--- src/rtl/ppmd_pkg.sv ---
package ppmd_pkg;

    localparam int COORD_WIDTH = 24;
    localparam int T_FRAC_BITS = 16;
    localparam int DIST_W      = 52;

    localparam int DIFF_W   = COORD_WIDTH + 1;
    localparam int MUL_W    = COORD_WIDTH + 3;
    localparam int PROD_W   = 2 * MUL_W;
    localparam int DOT_W    = 2 * DIFF_W + 1;
    localparam int LSQ_W    = 2 * DIFF_W;
    localparam int T_W      = T_FRAC_BITS + 1;
    localparam int RND_W    = DIFF_W + 1;
    localparam int CX_W     = COORD_WIDTH + 3;
    localparam int DX_W     = COORD_WIDTH + 4;
    localparam int MAG_W    = 26;
    localparam int CNT_W    = $clog2(T_FRAC_BITS + 1);

    localparam logic [DIST_W-1:0] DIST_MAX = {DIST_W{1'b1}};
    localparam logic [T_W-1:0]    T_ONE    = {1'b1, {T_FRAC_BITS{1'b0}}};
    localparam logic signed [PROD_W-1:0] T_HALF =
        {{(PROD_W - T_FRAC_BITS){1'b0}}, 1'b1, {(T_FRAC_BITS - 1){1'b0}}};

    typedef struct packed {
        logic signed [COORD_WIDTH-1:0] query_x;
        logic signed [COORD_WIDTH-1:0] query_y;
        logic signed [COORD_WIDTH-1:0] vertex_x;
        logic signed [COORD_WIDTH-1:0] vertex_y;
        logic                          vertex_valid;
        logic                          first_vertex;
        logic                          last_vertex;
    } item_t;

    typedef struct packed {
        logic [DIST_W-1:0] nearest_sq;
        logic              empty_line;
    } result_t;

    typedef enum logic [3:0] {
        OP_NONE,
        OP_ACCEPT,
        OP_DIFF,
        OP_DOT,
        OP_LEN,
        OP_LSQ,
        OP_CLAMP,
        OP_DIV,
        OP_NEAR,
        OP_CPT,
        OP_DXS,
        OP_SQ,
        OP_ACC,
        OP_EMIT
    } op_t;

    typedef struct packed {
        op_t op;
    } cmd_t;

    typedef struct packed {
        logic new_vertex;
        logic new_last;
        logic last;
        logic need_div;
        logic div_last;
        logic out_free;
    } sts_t;

endpackage

--- src/rtl/ppmd_ctrl.sv ---
module ppmd_ctrl
    import ppmd_pkg::*;
(
    input  logic clk,
    input  logic rst_n,
    input  logic item_valid,
    input  sts_t sts,
    output logic item_stall,
    output cmd_t cmd
);

    typedef enum logic [12:0] {
        S_IDLE  = 13'b0000000000001,
        S_DIFF  = 13'b0000000000010,
        S_DOT   = 13'b0000000000100,
        S_LEN   = 13'b0000000001000,
        S_LSQ   = 13'b0000000010000,
        S_CLAMP = 13'b0000000100000,
        S_DIV   = 13'b0000001000000,
        S_NEAR  = 13'b0000010000000,
        S_CPT   = 13'b0000100000000,
        S_DXS   = 13'b0001000000000,
        S_SQ    = 13'b0010000000000,
        S_ACC   = 13'b0100000000000,
        S_EMIT  = 13'b1000000000000
    } state_t;

    state_t state_reg, state_next;

    always_comb
    begin
        state_next = state_reg;
        cmd.op     = OP_NONE;
        unique case (state_reg)
            S_IDLE:
            begin
                if (item_valid)
                begin
                    cmd.op = OP_ACCEPT;
                    if (sts.new_vertex)
                    begin
                        state_next = S_DIFF;
                    end
                    else if (sts.new_last)
                    begin
                        state_next = S_EMIT;
                    end
                end
            end
            S_DIFF:
            begin
                cmd.op     = OP_DIFF;
                state_next = S_DOT;
            end
            S_DOT:
            begin
                cmd.op     = OP_DOT;
                state_next = S_LEN;
            end
            S_LEN:
            begin
                cmd.op     = OP_LEN;
                state_next = S_LSQ;
            end
            S_LSQ:
            begin
                cmd.op     = OP_LSQ;
                state_next = S_CLAMP;
            end
            S_CLAMP:
            begin
                cmd.op     = OP_CLAMP;
                state_next = sts.need_div ? S_DIV : S_NEAR;
            end
            S_DIV:
            begin
                cmd.op = OP_DIV;
                if (sts.div_last)
                begin
                    state_next = S_NEAR;
                end
            end
            S_NEAR:
            begin
                cmd.op     = OP_NEAR;
                state_next = S_CPT;
            end
            S_CPT:
            begin
                cmd.op     = OP_CPT;
                state_next = S_DXS;
            end
            S_DXS:
            begin
                cmd.op     = OP_DXS;
                state_next = S_SQ;
            end
            S_SQ:
            begin
                cmd.op     = OP_SQ;
                state_next = S_ACC;
            end
            S_ACC:
            begin
                cmd.op     = OP_ACC;
                state_next = sts.last ? S_EMIT : S_IDLE;
            end
            S_EMIT:
            begin
                if (sts.out_free)
                begin
                    cmd.op     = OP_EMIT;
                    state_next = S_IDLE;
                end
            end
            default:
            begin
                state_next = S_IDLE;
            end
        endcase
    end

    always_ff @(posedge clk or negedge rst_n)
    begin
        if (!rst_n)
        begin
            state_reg <= S_IDLE;
        end
        else
        begin
            state_reg <= state_next;
        end
    end

    assign item_stall = state_reg != S_IDLE;

endmodule

--- config.mk ---
export PLATFORM = sky130hd
export DESIGN_NAME = ppmd_ctrl
export DESIGN_NICKNAME = d
export VERILOG_FILES = /design/src/rtl/ppmd_pkg.sv /design/src/rtl/ppmd_ctrl.sv
export SDC_FILE = /design/constraint.sdc
export NUM_CORES = 1
export LEC_CHECK = 0
export BUFFER_PORTS_ARGS = -buffer_cell sky130_fd_sc_hd__buf_2
export CORE_MARGIN = 10
export CORE_UTILIZATION = 40
export CTS_CLUSTER_DIAMETER = 60
export DETAILED_ROUTE_END_ITERATION = 8
export HOLD_SLACK_MARGIN = 0.1
export SYNTH_ARGS = -nofsm -noshare
export SYNTH_HDL_FRONTEND = slang
export SYNTH_SLANG_ARGS = --single-unit
export TNS_END_PERCENT = 5
--- constraint.sdc ---
create_clock -name clk -period 2.55 [get_ports clk]
set_input_delay 0 -clock clk [delete_from_list [all_inputs] [get_ports clk]]
set_output_delay 0 -clock clk [all_outputs]
set_load 0.02 [all_outputs]
==> impl_metrics.csv <==
group,metric,value,unit
timing,hold_viol_final,0,
logic_synthesis,synth-async-reset-ratio,1.00,
clock_network,worst_skew_pair.late_latency,280,ps
logic_synthesis,count_of_unique_library_cells_instantiated_by_yosys,41,
logic_synthesis,synth_commonest_cells,"16 x nor2_1, 12 x dfrtp_1, 6 x clkbuf_1, 6 x o21ai_0",
logic_synthesis,mappedNetlistArea,955,µm²
logic_synthesis,synth_area_leader_cell,"dfrtp_1",
placed_design,gp_congestion,0.842,
logic_synthesis,synth-edff-count,0,
finish,largest_register_ffs,13,
timing,finalSetupViolations,0,
clock_network,cts.sinks,13,
placed_design,place_area,1050,µm²
clock_network,cts_root_buffer,"clkbuf_4",
power,vdd_ir_drop_max,444,µV
timing,finalWorstPathRequiredPeriod,2380,ps
timing,clock-skew-final,11.8,ps
hold_path,hold_path.class,"in -> async",
power,part_of_the_total_power_dissipated_in_combinational_logic,0.519,
timing,period_share,0.935,
placed_design,setup_ws_pre_cts,363,ps
finish,area_growth,18.9,%
global_routing,grt_antenna_before_repair,0,
die,die_w,68.9,µm
finish,stdcell_area,1130,µm²
timing,fin_ws,165,ps
logic_synthesis,netlist_instances,110,
finish,total_inserted_antenna_cells,0,
routing,detail_route.iter0.violations,39,
timing,fmax,419,MHz
timing,maxSlewViolCount,0,
logic_synthesis,ys.warnings.count,0,
timing,max_slew.worst_pin.slew,476,ps
timing,fin_setup_tns,0,ps
clock_network,tritoncts.num_buffers,3,
placed_design,hpwlAfterDp,1850,µm
power,p_int,502,µW
logic_synthesis,synth_most_common_cell,"nor2_1",
routing,detailroute.via_count,905,
die,starting_utilization_of_the_core_area,0.427,
die,core_area,2230,µm²
logic_synthesis,synth.avg_cell_area,8.68,µm²
routing,post_detailed_route_via_to_cell_ratio,5.80,
worst_setup_path,endpoint_kind,"output port",
global_routing,grt_pass1_vias,877,
global_routing,global_route_wire_length_before_repair,4150,µm
clock_network,ctsHtreeMaxLevel,1,
logic_synthesis,yosys-top-cells-area,"dfrtp_1 31%, nor2_1 6.3%, xnor2_1 4.6%",
power,power.switching,377,µW
finish,finalNetCount,138,
global_routing,pin_count_of_the_biggest_net_entering_global_routing,14,
timing,rsz0062_at_grt,"false",
clock_network,cts_post_setup_buffers_inserted,0,
logic_synthesis,postSynth.topFlopCell,"dfrtp_1",
worst_setup_path,critical_path_arrival,2380,ps
global_routing,globalRouteOverflowTotal,0,
logic_synthesis,synth_sequential_area_ratio,0.342,
worst_setup_path,timing.critical_path.from,"state_reg[5]",
routing,drt-pass1-iter-count,4,
logic_synthesis,yosysTopAreaCellShare,0.315,
die,io_pins,14,
logic_synthesis,synth.ff_latch_count,13,
worst_setup_path,ff_to_ff_start,"state_reg[11]",
power,power.clock.fraction,0.150,
clock_network,clock_tree.buffer_depth,2,
die,die_h,68.9,µm
power,pwr_density_cell,774,nW/µm²
power,power.switching_fraction,0.429,
run,max_cap_viol_count,0,
routing,drt.antenna.violating_nets,0,
clock_network,cts_tree,"built",
global_routing,grt_util_all_layers,0.113,
placed_design,port_buffers,13,
routing,route.detailed.drc,0,
power,p_leak,0.000505,µW
run_status,status,"completed",
worst_setup_path,timing.critical_path.from_type,"flop",
timing,slew-limit-headroom,0.680,
logic_synthesis,synthesis.nets,119,
clock_network,cts_clock_pin_slew_for_the_worst_setup_and_hold_paths,90,ps
worst_setup_path,cp.required,2550,ps
worst_setup_path,crit_path_max_fanout,11,
routing,wirelength,2440,µm
worst_setup_path,critical_path_class,"reg -> out",
die,die_area,4740,µm²
power,p_seq_frac,0.331,
finish,drive_gt1_frac,0.234,
die,floorplan.rows,17,
routing,detail_routed_net_length_per_standard_cell,15.6,µm
-- repair_timing --
item                                    4_1_cts  5_1_grt
endpoints found under the hold margin        17        0
endpoints found under the setup margin        0        1
hold buffers                                  5        0
resized for setup                             0        2
-- worst max-delay path, stage by stage, from the launching register on --
cell      delay, ps
dfrtp_1         520
or4_1           630
nor3_2          280
and4b_1         280
a221oi_1         70
o311ai_1        110
buf_2           220
-- routing by layer --
| metal | track usage | vias to the layer above | share of wire |
|---|---|---|---|
| met5 | 0 | - | 0 |
| met2 | 0.155 | 31 | 0.44 |
| met3 | 0.0274 | 6 | 0.066 |
| met4 | 0.0616 | 0 | 0.019 |
| li1 | - | 443 | - |
| met1 | 0.157 | 425 | 0.48 |
-- worst paths after layout --
path	end	slack, ps	cells past startpoint
setup reg to reg	state_reg[7]	390	5
hold / removal	state_reg[7]	130	2
min in group clk	state_reg[6]	150	5
hold reg to reg	state_reg[9]	580	2
max in group asynchronous	state_reg[0]	2140	2
setup / recovery	cmd[0]	170	6
-- per-stage QoR --
step / hold WS, ps / std cells / util / total power [µW]
6_report: 126 / 156 / 0.508 / 878
2_1_floorplan: -296 / 110 / - / 605
5_1_grt: 158 / 156 / 0.508 / 942
4_1_cts: 140 / 156 / 0.504 / 870
3_3_place_gp: -90.3 / 147 / 0.469 / 735
3_5_place_dp: -89.9 / 147 / 0.469 / 730
-- power by group through the flow --
stage | Combinational (µW) | Clock, µW | Sequential, µW
floorplan | 345 | 0 | 260
global placement | 444 | 0 | 291
detailed placement | 438 | 0 | 292
CTS | 449 | 133 | 287
global route | 502 | 146 | 295
finish | 456 | 132 | 291
-- cell usage in the layout, fill, tap and decap left out, types with 4 or more instances in the layout --
cell	instances
nor2_1	16
buf_2	13
dfrtp_1	12
o21ai_0	6
xnor2_1	5
nand2_1	5
dlygate4sd3_1	5
buf_4	5
nand3_1	4
and4b_1	4
nor4_1	4
-- kinds of logic after synthesis --
group	share of synthesized area
compound gates	0.144
xor+xnor	0.0642
buf+inv	0.0577
flops	0.342
simple gates	0.392
-- final cells by class --
type	count	area, µm²
inverter	3	11.3
timing repair buffer	23	153
clock buffer	4	26.3
multi-input combinational	85	583
fill	218	1100
tap	28	35.0
sequential	13	327
Note: power is estimated with default switching activity, not from simulation.
